===== config.mk =====
export PLATFORM = sky130hd
export DESIGN_NAME = atan2_polynomial_approx_top
export DESIGN_NICKNAME = d
export VERILOG_FILES = /design/src/rtl/core/at2_pkg.sv /design/src/rtl/core/at2_div_cell.sv /design/src/rtl/core/at2_poly.sv /design/src/rtl/core/at2_fixup.sv /design/src/rtl/core/atan2_polynomial_approx_top.sv
export SDC_FILE = /design/constraint.sdc
export NUM_CORES = 2
export LEC_CHECK = 0
export BUFFER_PORTS_ARGS = -buffer_cell sky130_fd_sc_hd__buf_2
export CAP_MARGIN = 15
export CELL_PAD_IN_SITES_DETAIL_PLACEMENT = 0
export CELL_PAD_IN_SITES_GLOBAL_PLACEMENT = 1
export CORE_ASPECT_RATIO = 1.2
export CORE_UTILIZATION = 35
export CTS_BUF_LIST = sky130_fd_sc_hd__clkbuf_16
export DETAILED_ROUTE_END_ITERATION = 7
export PLACE_DENSITY_LB_ADDON = 0.1
export SLEW_MARGIN = 20
export SYNTH_ARGS = -nofsm -noshare
export SYNTH_HDL_FRONTEND = slang
export SYNTH_SLANG_ARGS = --single-unit

===== constraint.sdc =====
create_clock -name clk -period 17.8 [get_ports clk]
set_input_delay 1.78 -clock clk [delete_from_list [all_inputs] [get_ports clk]]
set_output_delay 1.78 -clock clk [all_outputs]
set_load 0.02 [all_outputs]

===== src/rtl/core/at2_pkg.sv =====
`timescale 1ns / 1ps
// at2_pkg: shared widths, Q15 polynomial coefficients and Q32 angle constants
// for the atan2 pipeline. No dependencies.
package at2_pkg;

    localparam int IN_WIDTH_DEF        = 16;
    localparam int ANGLE_FRAC_BITS_DEF = 13;

    // ratio a is unsigned Q1.16, so the divider yields 17 quotient bits
    localparam int A_BITS = 17;
    // polynomial terms, signed Q16
    localparam int T_BITS = 18;
    // octant-corrected angle, signed Q32
    localparam int R_BITS = 40;

    localparam logic signed [T_BITS-1:0] C3   = -18'sd1524;
    localparam logic signed [T_BITS-1:0] C2X2 = 18'sd10440;
    localparam logic signed [T_BITS-1:0] C1X2 = 18'sd21472;

    localparam logic signed [63:0] HALF_PI_Q32 = 64'sd6746518852;
    localparam logic signed [63:0] PI_Q32      = 64'sd13493037705;

    localparam logic signed [R_BITS-1:0] K_HALF_PI = R_BITS'(HALF_PI_Q32);
    localparam logic signed [R_BITS-1:0] K_PI      = R_BITS'(PI_Q32);
    localparam logic signed [R_BITS-1:0] K_PI_MH   = R_BITS'(PI_Q32 - HALF_PI_Q32);

    typedef struct packed {
        logic swap;
        logic x_neg;
        logic y_neg;
        logic zero;
    } at2_oct_t;

    // pi in Q32 rounded half up to frac fraction bits
    function automatic logic signed [63:0] at2_pi_lim(input int frac);
        logic signed [63:0] half;
        half = 64'sd1 <<< (31 - frac);
        return (PI_Q32 + half) >>> (32 - frac);
    endfunction

endpackage


===== src/rtl/core/at2_div_cell.sv =====
`timescale 1ns / 1ps
// at2_div_cell: one restoring-division cell, produces one quotient bit per beat.
// Depends on at2_pkg.
module at2_div_cell
    import at2_pkg::*;
#(
    parameter int IN_WIDTH = IN_WIDTH_DEF,
    parameter bit FIRST    = 1'b0
)
(
    input  logic                clk,
    input  logic                rst_n,
    input  logic                up_valid,
    output logic                up_ready,
    input  logic [IN_WIDTH-1:0] up_rem,
    input  logic [IN_WIDTH-1:0] up_mx,
    input  logic [A_BITS-1:0]   up_quo,
    input  at2_oct_t            up_oct,
    output logic                dn_valid,
    input  logic                dn_ready,
    output logic [IN_WIDTH-1:0] dn_rem,
    output logic [IN_WIDTH-1:0] dn_mx,
    output logic [A_BITS-1:0]   dn_quo,
    output at2_oct_t            dn_oct
);

    logic                valid_reg;
    logic [IN_WIDTH-1:0] rem_reg;
    logic [IN_WIDTH-1:0] mx_reg;
    logic [A_BITS-1:0]   quo_reg;
    at2_oct_t            oct_reg;

    logic                ready;
    logic [IN_WIDTH-1:0] trial;
    logic                take;
    logic [IN_WIDTH-1:0] rem_next;
    logic [A_BITS-1:0]   quo_next;

    assign ready    = !valid_reg || dn_ready;
    assign up_ready = ready;

    // remainder stays below the divisor, so doubling never overflows
    assign trial    = FIRST ? up_rem : {up_rem[IN_WIDTH-2:0], 1'b0};
    assign take     = (trial >= up_mx);
    assign rem_next = take ? (trial - up_mx) : trial;
    assign quo_next = {up_quo[A_BITS-2:0], take};

    always_ff @(posedge clk or negedge rst_n)
    begin
        if (!rst_n)
        begin
            valid_reg <= 1'b0;
        end
        else if (ready)
        begin
            valid_reg <= up_valid;
        end
    end

    always_ff @(posedge clk)
    begin
        if (ready && up_valid)
        begin
            rem_reg <= rem_next;
            mx_reg  <= up_mx;
            quo_reg <= quo_next;
            oct_reg <= up_oct;
        end
    end

    assign dn_valid = valid_reg;
    assign dn_rem   = rem_reg;
    assign dn_mx    = mx_reg;
    assign dn_quo   = quo_reg;
    assign dn_oct   = oct_reg;

endmodule


===== src/rtl/core/at2_poly.sv =====
`timescale 1ns / 1ps
// at2_poly: five-stage evaluation of the odd atan polynomial on the Q16 ratio.
// Depends on at2_pkg.
module at2_poly
    import at2_pkg::*;
(
    input  logic                     clk,
    input  logic                     rst_n,
    input  logic                     up_valid,
    output logic                     up_ready,
    input  logic [A_BITS-1:0]        up_quo,
    input  at2_oct_t                 up_oct,
    output logic                     dn_valid,
    input  logic                     dn_ready,
    output logic signed [T_BITS-1:0] dn_t,
    output at2_oct_t                 dn_oct
);

    logic v1_reg, v2_reg, v3_reg, v4_reg, v5_reg;
    logic r1, r2, r3, r4, r5;

    logic [A_BITS-1:0]        a1_reg, a2_reg, a3_reg, a4_reg;
    logic [A_BITS-1:0]        s1_reg, s2_reg, s3_reg;
    logic signed [T_BITS-1:0] t2_reg, t3_reg, t4_reg, t5_reg;
    at2_oct_t                 oct1_reg, oct2_reg, oct3_reg, oct4_reg, oct5_reg;

    logic [A_BITS-1:0]        a1_next;
    logic [2*A_BITS-1:0]      sq1;
    logic [A_BITS-1:0]        s1_next;
    logic signed [35:0]       p2, p3, p4, p5;
    logic signed [36:0]       q2, q3, q4, q5;
    logic signed [T_BITS-1:0] t2_next, t3_next, t4_next, t5_next;

    assign r5 = !v5_reg || dn_ready;
    assign r4 = !v4_reg || r5;
    assign r3 = !v3_reg || r4;
    assign r2 = !v2_reg || r3;
    assign r1 = !v1_reg || r2;
    assign up_ready = r1;

    // stage 1: a and s = a*a
    assign a1_next = up_oct.zero ? '0 : up_quo;
    assign sq1     = a1_next * a1_next;
    assign s1_next = A_BITS'((35'(sq1) + 35'd32768) >> 16);

    // stage 2: c3*s + c2
    assign p2      = C3 * $signed({1'b0, s1_reg});
    assign q2      = (37'(p2) + 37'sd16384) >>> 15;
    assign t2_next = T_BITS'(q2) + C2X2;

    // stage 3: (...)*s - c1
    assign p3      = t2_reg * $signed({1'b0, s2_reg});
    assign q3      = (37'(p3) + 37'sd32768) >>> 16;
    assign t3_next = T_BITS'(q3) - C1X2;

    // stage 4: (...)*s
    assign p4      = t3_reg * $signed({1'b0, s3_reg});
    assign q4      = (37'(p4) + 37'sd32768) >>> 16;
    assign t4_next = T_BITS'(q4);

    // stage 5: (...)*a + a
    assign p5      = t4_reg * $signed({1'b0, a4_reg});
    assign q5      = (37'(p5) + 37'sd32768) >>> 16;
    assign t5_next = T_BITS'(q5) + $signed({1'b0, a4_reg});

    always_ff @(posedge clk or negedge rst_n)
    begin
        if (!rst_n)
        begin
            v1_reg <= 1'b0;
            v2_reg <= 1'b0;
            v3_reg <= 1'b0;
            v4_reg <= 1'b0;
            v5_reg <= 1'b0;
        end
        else
        begin
            if (r1) v1_reg <= up_valid;
            if (r2) v2_reg <= v1_reg;
            if (r3) v3_reg <= v2_reg;
            if (r4) v4_reg <= v3_reg;
            if (r5) v5_reg <= v4_reg;
        end
    end

    always_ff @(posedge clk)
    begin
        if (r1 && up_valid)
        begin
            a1_reg   <= a1_next;
            s1_reg   <= s1_next;
            oct1_reg <= up_oct;
        end
        if (r2 && v1_reg)
        begin
            a2_reg   <= a1_reg;
            s2_reg   <= s1_reg;
            t2_reg   <= t2_next;
            oct2_reg <= oct1_reg;
        end
        if (r3 && v2_reg)
        begin
            a3_reg   <= a2_reg;
            s3_reg   <= s2_reg;
            t3_reg   <= t3_next;
            oct3_reg <= oct2_reg;
        end
        if (r4 && v3_reg)
        begin
            a4_reg   <= a3_reg;
            t4_reg   <= t4_next;
            oct4_reg <= oct3_reg;
        end
        if (r5 && v4_reg)
        begin
            t5_reg   <= t5_next;
            oct5_reg <= oct4_reg;
        end
    end

    assign dn_valid = v5_reg;
    assign dn_t     = t5_reg;
    assign dn_oct   = oct5_reg;

endmodule


===== src/rtl/core/at2_fixup.sv =====
`timescale 1ns / 1ps
// at2_fixup: octant correction, rounding, clamp to +/-pi and sign of y;
// holds the output register. Depends on at2_pkg.
module at2_fixup
    import at2_pkg::*;
#(
    parameter int ANGLE_FRAC_BITS = ANGLE_FRAC_BITS_DEF
)
(
    input  logic                              clk,
    input  logic                              rst_n,
    input  logic                              up_valid,
    output logic                              up_ready,
    input  logic signed [T_BITS-1:0]          up_t,
    input  at2_oct_t                          up_oct,
    output logic                              out_valid,
    input  logic                              out_stall,
    output logic signed [ANGLE_FRAC_BITS+2:0] angle
);

    localparam int SH = 32 - ANGLE_FRAC_BITS;
    localparam logic signed [R_BITS-1:0] RND = R_BITS'(64'sd1 <<< (SH - 1));
    localparam logic signed [R_BITS-1:0] LIM = R_BITS'(at2_pi_lim(ANGLE_FRAC_BITS));

    logic                              v1_reg;
    logic                              valid_reg;
    logic signed [R_BITS-1:0]          r_reg;
    logic                              y_neg_reg;
    logic signed [ANGLE_FRAC_BITS+2:0] angle_reg;

    logic                              r1, r2;
    logic signed [R_BITS-1:0]          t_q32;
    logic signed [R_BITS-1:0]          r_next;
    logic signed [R_BITS-1:0]          m;
    logic signed [R_BITS-1:0]          mc;
    logic signed [R_BITS-1:0]          ms;
    logic signed [ANGLE_FRAC_BITS+2:0] angle_next;

    assign r2       = !valid_reg || !out_stall;
    assign r1       = !v1_reg || r2;
    assign up_ready = r1;

    assign t_q32 = R_BITS'(up_t) <<< 16;

    always_comb
    begin
        case ({up_oct.swap, up_oct.x_neg})
            2'b10:   r_next = K_HALF_PI - t_q32;
            2'b01:   r_next = K_PI - t_q32;
            2'b11:   r_next = K_PI_MH + t_q32;
            default: r_next = t_q32;
        endcase
    end

    assign m  = (r_reg + RND) >>> SH;
    assign mc = (m > LIM) ? LIM : ((m < -LIM) ? -LIM : m);
    assign ms = y_neg_reg ? -mc : mc;
    assign angle_next = ms[ANGLE_FRAC_BITS+2:0];

    always_ff @(posedge clk or negedge rst_n)
    begin
        if (!rst_n)
        begin
            v1_reg    <= 1'b0;
            valid_reg <= 1'b0;
        end
        else
        begin
            if (r1) v1_reg <= up_valid;
            if (r2) valid_reg <= v1_reg;
        end
    end

    always_ff @(posedge clk)
    begin
        if (r1 && up_valid)
        begin
            r_reg     <= r_next;
            y_neg_reg <= up_oct.y_neg;
        end
        if (r2 && v1_reg)
        begin
            angle_reg <= angle_next;
        end
    end

    assign out_valid = valid_reg;
    assign angle     = angle_reg;

endmodule


===== src/rtl/core/atan2_polynomial_approx_top.sv =====
`timescale 1ns / 1ps
// atan2_polynomial_approx_top: four-quadrant arctangent, one angle per beat.
// Depends on at2_pkg, at2_div_cell, at2_poly, at2_fixup.
//
// Usage:
//   Input channel: in_valid / in_stall with y_value and x_value (signed).
//   A beat is taken on a rising edge with in_valid high and in_stall low.
//   Output channel: out_valid / out_stall with angle, signed Q3.ANGLE_FRAC_BITS
//   radians within [-pi, +pi]. A beat leaves when out_valid is high and
//   out_stall is low.
//   Pipeline: 1 magnitude/octant stage, 17 divider cells, one per
//   quotient bit of the Q1.16 ratio, 5 polynomial stages, 2 correction
//   stages. Throughput: one beat per cycle while out_stall is low, set by
//   the divider cell chain and the one-multiplier polynomial stages.
//   Every stage advances when it is empty or its successor advances, so
//   bubbles collapse; when the receiver stalls, results back up stage by
//   stage and in_stall rises only once every stage holds a beat.
//   Reset empties the pipeline; out_valid is low and in_stall low after it.
module atan2_polynomial_approx_top
    import at2_pkg::*;
#(
    parameter int IN_WIDTH        = IN_WIDTH_DEF,
    parameter int ANGLE_FRAC_BITS = ANGLE_FRAC_BITS_DEF
)
(
    input  logic                              clk,
    input  logic                              rst_n,
    input  logic                              in_valid,
    output logic                              in_stall,
    input  logic signed [IN_WIDTH-1:0]        y_value,
    input  logic signed [IN_WIDTH-1:0]        x_value,
    output logic                              out_valid,
    input  logic                              out_stall,
    output logic signed [ANGLE_FRAC_BITS+2:0] angle
);

    logic                prep_valid_reg;
    logic [IN_WIDTH-1:0] prep_mn_reg;
    logic [IN_WIDTH-1:0] prep_mx_reg;
    at2_oct_t            prep_oct_reg;

    logic                prep_ready;
    logic [IN_WIDTH-1:0] ay;
    logic [IN_WIDTH-1:0] ax;
    logic [IN_WIDTH-1:0] mn_next;
    logic [IN_WIDTH-1:0] mx_next;
    at2_oct_t            oct_next;

    logic                div_valid [A_BITS+1];
    logic                div_ready [A_BITS+1];
    logic [IN_WIDTH-1:0] div_rem   [A_BITS+1];
    logic [IN_WIDTH-1:0] div_mx    [A_BITS+1];
    logic [A_BITS-1:0]   div_quo   [A_BITS+1];
    at2_oct_t            div_oct   [A_BITS+1];

    logic                     poly_valid;
    logic                     poly_ready;
    logic signed [T_BITS-1:0] poly_t;
    at2_oct_t                 poly_oct;

    // magnitudes; the most negative input maps to 2^(IN_WIDTH-1) exactly
    assign ay = y_value[IN_WIDTH-1] ? (~y_value + 1'b1) : y_value;
    assign ax = x_value[IN_WIDTH-1] ? (~x_value + 1'b1) : x_value;

    assign oct_next.swap  = (ay > ax);
    assign oct_next.x_neg = x_value[IN_WIDTH-1];
    assign oct_next.y_neg = y_value[IN_WIDTH-1];
    assign oct_next.zero  = (x_value == '0) && (y_value == '0);
    assign mx_next = oct_next.swap ? ay : ax;
    assign mn_next = oct_next.swap ? ax : ay;

    assign prep_ready = !prep_valid_reg || div_ready[0];
    assign in_stall   = !prep_ready;

    always_ff @(posedge clk or negedge rst_n)
    begin
        if (!rst_n)
        begin
            prep_valid_reg <= 1'b0;
        end
        else if (prep_ready)
        begin
            prep_valid_reg <= in_valid;
        end
    end

    always_ff @(posedge clk)
    begin
        if (prep_ready && in_valid)
        begin
            prep_mn_reg  <= mn_next;
            prep_mx_reg  <= mx_next;
            prep_oct_reg <= oct_next;
        end
    end

    assign div_valid[0] = prep_valid_reg;
    assign div_rem[0]   = prep_mn_reg;
    assign div_mx[0]    = prep_mx_reg;
    assign div_quo[0]   = '0;
    assign div_oct[0]   = prep_oct_reg;

    for (genvar k = 0; k < A_BITS; k++)
    begin : g_div
        at2_div_cell #(
            .IN_WIDTH (IN_WIDTH),
            .FIRST    (k == 0)
        ) u_cell (
            .clk      (clk),
            .rst_n    (rst_n),
            .up_valid (div_valid[k]),
            .up_ready (div_ready[k]),
            .up_rem   (div_rem[k]),
            .up_mx    (div_mx[k]),
            .up_quo   (div_quo[k]),
            .up_oct   (div_oct[k]),
            .dn_valid (div_valid[k+1]),
            .dn_ready (div_ready[k+1]),
            .dn_rem   (div_rem[k+1]),
            .dn_mx    (div_mx[k+1]),
            .dn_quo   (div_quo[k+1]),
            .dn_oct   (div_oct[k+1])
        );
    end

    at2_poly u_poly (
        .clk      (clk),
        .rst_n    (rst_n),
        .up_valid (div_valid[A_BITS]),
        .up_ready (div_ready[A_BITS]),
        .up_quo   (div_quo[A_BITS]),
        .up_oct   (div_oct[A_BITS]),
        .dn_valid (poly_valid),
        .dn_ready (poly_ready),
        .dn_t     (poly_t),
        .dn_oct   (poly_oct)
    );

    at2_fixup #(
        .ANGLE_FRAC_BITS (ANGLE_FRAC_BITS)
    ) u_fixup (
        .clk       (clk),
        .rst_n     (rst_n),
        .up_valid  (poly_valid),
        .up_ready  (poly_ready),
        .up_t      (poly_t),
        .up_oct    (poly_oct),
        .out_valid (out_valid),
        .out_stall (out_stall),
        .angle     (angle)
    );

endmodule


After elaboration in Yosys (flattened, before gate mapping)
Cells that the tools add are included.
- register bits after elaboration: 1041
- input bits: 36
- output and inout bits: 18
- word-level logic and storage cells: 358
- add/sub/neg operators: 31
- $mul: 5
- magnitude comparators: 20
- equal/unequal tests: 3
- mux-type cells: 25
- bitwise operators: 2
- reduce and logical (&&, ||, !) cells: 80
- operators by type and width (kind ; number):
    16-bit >= comparator ; 17
    15-bit 2-to-1 mux ; 16
    15-bit subtractor ; 16
    40-bit one-hot mux with 3 select lines ; 1
    16-bit 2-to-1 mux ; 7
    34-bit by 17-bit adder with 34-bit output (second input constant) ; 3
    18-bit by 18-bit multiplier with 34-bit output ; 3
    33-bit by 16-bit adder with 33-bit output (second input constant) ; 2
    40-bit by 20-bit adder with 40-bit output (second input constant) ; 1
    35-bit by 34-bit subtractor with 36-bit output (first input constant) ; 1
    34-bit by 34-bit adder with 35-bit output (first input constant) ; 1
    34-bit by 34-bit subtractor with 35-bit output (first input constant) ; 1
    17-bit by 17-bit multiplier with 33-bit output ; 1
    16-bit by 1-bit adder with 16-bit output (second input constant) ; 2
    16-bit zero test ; 2
    16-bit NOT ; 2
    10-bit by 18-bit multiplier with 28-bit output (first input constant) ; 1
    1-bit zero test ; 27
    1-bit logical AND ; 26
    1-bit logical OR ; 25
    21-bit by 16-bit greater-than comparator with 1-bit output (second input constant) ; 1
    21-bit by 16-bit less-than comparator with 1-bit output (second input constant) ; 1
    18-bit by 15-bit adder with 18-bit output (second input constant) ; 1
    18-bit adder ; 1
    6 further kinds ; 7

Depth between registers and ports, before layout
- word-level depth: 27
- depth in mapped cells: 36
- mapped depth without buffers: 35

Cells and area by module
A second synthesis with hierarchy kept.
- cell total of the unflattened synthesis: 9289
- area total of the unflattened synthesis: 102148.0 sq um
- by module, submodules not included (module ; times used ; cells an instance ; area each (sq um) ; sequential area each (sq um)):
    at2_poly ; 1 ; 5036 ; 49663.9 ; 6431.2
    at2_div_cell (g_div[10].u_cell ...) ; 16 ; 214 ; 2732.6 ; 1616.6
    at2_fixup ; 1 ; 398 ; 3444.6 ; 1101.1
    at2_div_cell (g_div[0].u_cell) ; 1 ; 209 ; 2820.2 ; 1616.6
    atan2_polynomial_approx_top ; 1 ; 222 ; 2497.4 ; 1106.1

Worst setup path after synthesis
No wires, ideal clock.
- path kind: register to register
- from: register u_poly.a4_reg[6]
- to: register u_poly.t5_reg[16], in the netlist u_poly.dn_t[16], data pin
- library setup time: 162 ps
- data arrival time: 7779 ps
- required time: 17638 ps
- slack: 9859 ps
- cell stages (with the launch flop): 35
- buffers on the path: 1
- clock period less this slack: 7941 ps
- path through: edfxtp_1 -> clkbuf_1 -> and2_1 -> fa_1 -> inv_1 -> fa_1 -> inv_1 -> fa_1 -> fa_1 -> fa_1 -> inv_1 -> fa_1 -> inv_1 -> ha_1 -> o211a_1 -> o211ai_1 -> a2bb2oi_1 -> nand2_1 -> or2_2 -> a21oi_1 -> xnor2_1 -> inv_1 -> fa_1 -> nor2b_1 -> o21ai_0 -> a21boi_0 -> o21ai_0 -> a21boi_0 -> o21ai_0 -> a21boi_0 -> o21ai_0 -> a21o_1 -> a21o_1 -> a211o_1 -> o2111ai_1
- word-level cells in the longest chain between the ends: 3
- ends and longest elaborated chain (item ; RTL line ; text):
    start, declared ; at2_poly.sv:22 ; logic [A_BITS-1:0] a1_reg, a2_reg, a3_reg, a4_reg;
    start signal, assigned ; at2_poly.sv:110 ; a4_reg <= a3_reg;
    18-bit by 18-bit multiplier with 34-bit output ; at2_poly.sv:62 ; assign p5 = t4_reg * $signed({1'b0, a4_reg});
    34-bit by 17-bit adder with 34-bit output ; at2_poly.sv:63 ; assign q5 = (37'(p5) + 37'sd32768) >>> 16;
    18-bit adder * ; at2_poly.sv:64 ; assign t5_next = T_BITS'(q5) + $signed({1'b0, a4_reg});
    net u_poly.t5_next[16] ; at2_poly.sv:32 ; logic signed [T_BITS-1:0] t2_next, t3_next, t4_next, t5_next;
    end signal, assigned ; at2_poly.sv:116 ; t5_reg <= t5_next;
    end, declared ; at2_poly.sv:24 ; logic signed [T_BITS-1:0] t2_reg, t3_reg, t4_reg, t5_reg;
Mark *: on every way through the listed nets, which the timed path passes. The rest lies on a longest branch.
A chain may end at the register's enable or synchronous reset.

Worst setup path after layout
- from: register u_poly.a4_reg[3]
- to: register u_poly.t5_reg[16], in the netlist u_poly.dn_t[16], data pin
Same word-level chain as after synthesis.

==> out/qor.txt <==
RUN STATUS
------------------------------------------------------------------------------------------------------
Status                                                                                    finished, final reports clean

TIMING
------------------------------------------------------------------------------------------------------
Final slew viol count                                                                                0
Sum of negative setup slack                                                                       0 ns
Clock Skew                                                                                  0.06907 ns
Final Hold Viols                                                                                     0
Tcrit/Tclk final                                                                                0.5049
Relative slew slack                                                                             0.2628
Least-Margin Pin Slew                                                                         1.106 ns
Final Setup Violations                                                                               0
Minimum clock period after layout                                                             8.988 ns
Highest achievable clock rate                                                               0.1113 GHz
RSZ-0062 raised after global routing                                                                no

SYNTHESIS
------------------------------------------------------------------------------------------------------
Mux share of post-synthesis cell area                                                         0.006047
Area fraction in and, or, nand and nor cells after synthesis                                    0.1268
Count of distinct cell types in the synthesized netlist                                             89
Number of warnings printed during yosys synthesis                                                    0
Compound-gate portion of the synthesized area                                                  0.07204
Mapped cell area                                                                           0.09269 mm2
Share of flip-flops with an asynchronous set or reset after synthesis                          0.02453
Mapped Nets                                                                                      10770
Post-synthesis register bit count                                                                 1019
Gate count of the mapped netlist                                                                  8786
Mean area per synthesized cell                                                               10.55 um2
Main combinational cell family by area after synthesis                                     adder cells
Adder and majority gate portion of the synthesized area                                         0.3533
Share of the synthesized netlist area taken by xor and xnor gates                              0.03048
Share of the yosys chip area belonging to registers                                             0.3288
Number of synthesized flops with an enable pin                                                     994
Main flop type after synthesis                                                                edfxtp_1

DIE
------------------------------------------------------------------------------------------------------
Starting density of the core                                                                    0.3526
Die X                                                                                         471.8 um
Num rows                                                                                           206
Die height                                                                                    565.7 um
Number of primary I/O pins                                                                          54
Total die area                                                                              0.2669 mm2
Area of the core                                                                            0.2629 mm2

CTS
------------------------------------------------------------------------------------------------------
Clock network latency to the later pin of the worst-skew pair                                  0.75 ns
CTS Buf Count                                                                                      113
# H-tree levels                                                                                      3
Number of clock sinks                                                                             1019
Number of gates given a new drive strength after cts                                                 0
Root Buffer                                                                                  clkbuf_16
Post-cts hold buffer count                                                                           0
Post-CTS Setup Repair Bufs                                                                           0
CTS Buffer Depth                                                                                     3
Clock transition at the register clock pins on the worst setup and hold paths after CTS        0.06 ns
CTS tree                                                                                           yes

WORST SETUP PATH
------------------------------------------------------------------------------------------------------
Worst flop-to-flop path endpoint                                                          u_poly.dn_t[16]
CP Max Fanout                                                                                       19
Capturing element type of the critical path                                                   register
CP arrival                                                                                     9.51 ns
Critical Path Slowest Stage Cell                                                              edfxtp_1
Reg2reg path depth                                                                                  32
CP Depth                                                                                            32
Startpoint-to-endpoint class of the critical path                                              reg2reg
Worst setup startpoint                                                                    u_poly.a4_reg[3]
Kind of cell adding the most delay to the critical path                                    adder cells
Startpoint of the most critical register-to-register path                                 u_poly.a4_reg[3]
Most repeated library cell on the critical path                                                   fa_1
Worst Path Required                                                                           18.32 ns
Critical path's largest stage delay                                                            0.87 ns
Buf/Inv on CP                                                                                        4
Worst setup path end                                                                      u_poly.dn_t[16]
Kind of launch point of the worst setup path                                                  register
Setup slack of the most critical reg-to-reg path                                               8.81 ns

WORST HOLD PATH
------------------------------------------------------------------------------------------------------
Kind of path behind the tightest hold check                                                    reg2reg

GRT
------------------------------------------------------------------------------------------------------
Via count of the first global-routing pass                                                       64280
Global router's overall resource usage                                                          0.1773
Number of antenna violations at the first check in global routing                                    7
Final global-route overflow total                                                                    0
Global-route wire length before repair                                                        366.9 mm
Largest net degree at the start of global routing                                                   56

DETAILED ROUTING
------------------------------------------------------------------------------------------------------
Number of iterations in the first detailed-routing pass                                              7
Wire length reported by the detailed router                                                   231.7 mm
Vias                                                                                             59390
Number of vias per cell after detailed routing                                                   4.817
DRC violations left                                                                                  0
DRC violation total after the first TritonRoute iteration                                         2559
Residual antenna-violating net count after detailed routing                                          0
Routed len/inst                                                                               18.79 um

PLACE
------------------------------------------------------------------------------------------------------
HPWL after detailed placement                                                                 183.1 mm
Weighted congestion at the end of routability-driven global placement                           0.8061
Count of buffers inserted at the top-level ports                                                    53

FINAL LAYOUT
------------------------------------------------------------------------------------------------------
Share of layout cells above drive strength 1                                                   0.04643
Layout filler cell count                                                                         25940
Leading cell type in the layout, fill and taps excluded                                          inv_1
Number of flip-flops under the largest register name                                               256
Number of nets in the layout                                                                     10780
Commonest cells after routing, fill and taps aside                                        inv_1 (1821), fa_1 (1122), edfxtp_1 (994)
Area added between synthesis and finish                                                         9.102%

RUN
------------------------------------------------------------------------------------------------------
Number of max-cap violations                                                                         0

stage by stage:
| stage | instances | hold WS (ns) | util | area, um2 | setup WS (ns) |
|---|---|---|---|---|---|
| finish | 12330 | 0.4000 | 0.3847 | 101100 | 8.812 |
| global route | 12330 | 0.3996 | 0.3846 | 101100 | 8.028 |
| CTS | 12320 | 0.3851 | 0.3839 | 100900 | 8.693 |
| detailed placement | 12100 | 0.4045 | 0.3698 | 97220 | 8.775 |
| global placement | 12100 | 0.4003 | 0.3698 | 97220 | 8.795 |
| floorplan | 8786 | 0.4003 | - | 92690 | 9.859 |
cell families after synthesis:
logic type | after synthesis
DFF | 1019
adders and majority gates | 1944
muxes | 54
xor gates and xnor gates | 320
AOI/OAI and AO/OA | 1020
and+or+nand+nor | 2391
buffers and inverters | 2038
cells in the mapped netlist (82+ instances only):
master	count	area (um2)
nor2_1	273	1025
nand2_1	979	3675
fa_1	1122	22460
edfxtp_1	994	29850
xnor2_1	183	1603
nor3_1	82	410.4
ha_1	821	10270
a21boi_0	100	750.7
clkbuf_1	228	855.8
o31ai_1	113	848.3
a21oi_1	177	885.9
nor2b_1	101	631.9
o21ai_0	299	1496
and2_1	549	3435
inv_1	1802	6764
xor2_1	135	1182
worst min-delay path by stage:
stage	from	end	slack, ns	cells past startpoint
final	g_div[12].u_cell.dn_quo[2]	g_div[13].u_cell.dn_quo[3]	0.40	0
after global routing	g_div[12].u_cell.dn_quo[2]	g_div[13].u_cell.dn_quo[3]	0.40	0
after CTS	g_div[12].u_cell.dn_quo[2]	g_div[13].u_cell.dn_quo[3]	0.39	0
after detailed placement	g_div[9].u_cell.dn_quo[9]	g_div[10].u_cell.dn_quo[10]	0.40	0
after global placement	g_div[11].u_cell.dn_quo[1]	g_div[12].u_cell.dn_quo[2]	0.40	0
after floorplan	div_oct[68]	g_div[0].u_cell.dn_oct[0]	0.40	0
layer usage:
metal | GRT usage | vias to the layer above | part of all wire | routed length, um
met5 | 0 | - | 0 | 0
met4 | 0.04408 | 0 | 0.024 | 5608
met3 | 0.01541 | 252 | 0.022 | 4983
met2 | 0.3537 | 648 | 0.56 | 129600
met1 | 0.1993 | 30060 | 0.39 | 91460
li1 | - | 28430 | - | -
final cells by class:
cell class,count,area [um2],share of cell area
inverters,1802,6764,0.06689
repair buffers,131,943.4,0.009329
flip-flops and latches,1019,30470,0.3013
clock buffers,113,2828,0.02796
clock inverters,101,884.6,0.008747
diodes,3,7.507,0.00007424
multi-input cells,5729,54930,0.5432
well taps,3432,4294,0.04246
Power is left out: the tool's default activity adds up to more than one toggle a clock period on the data nets, which glitch-free logic cannot reach.
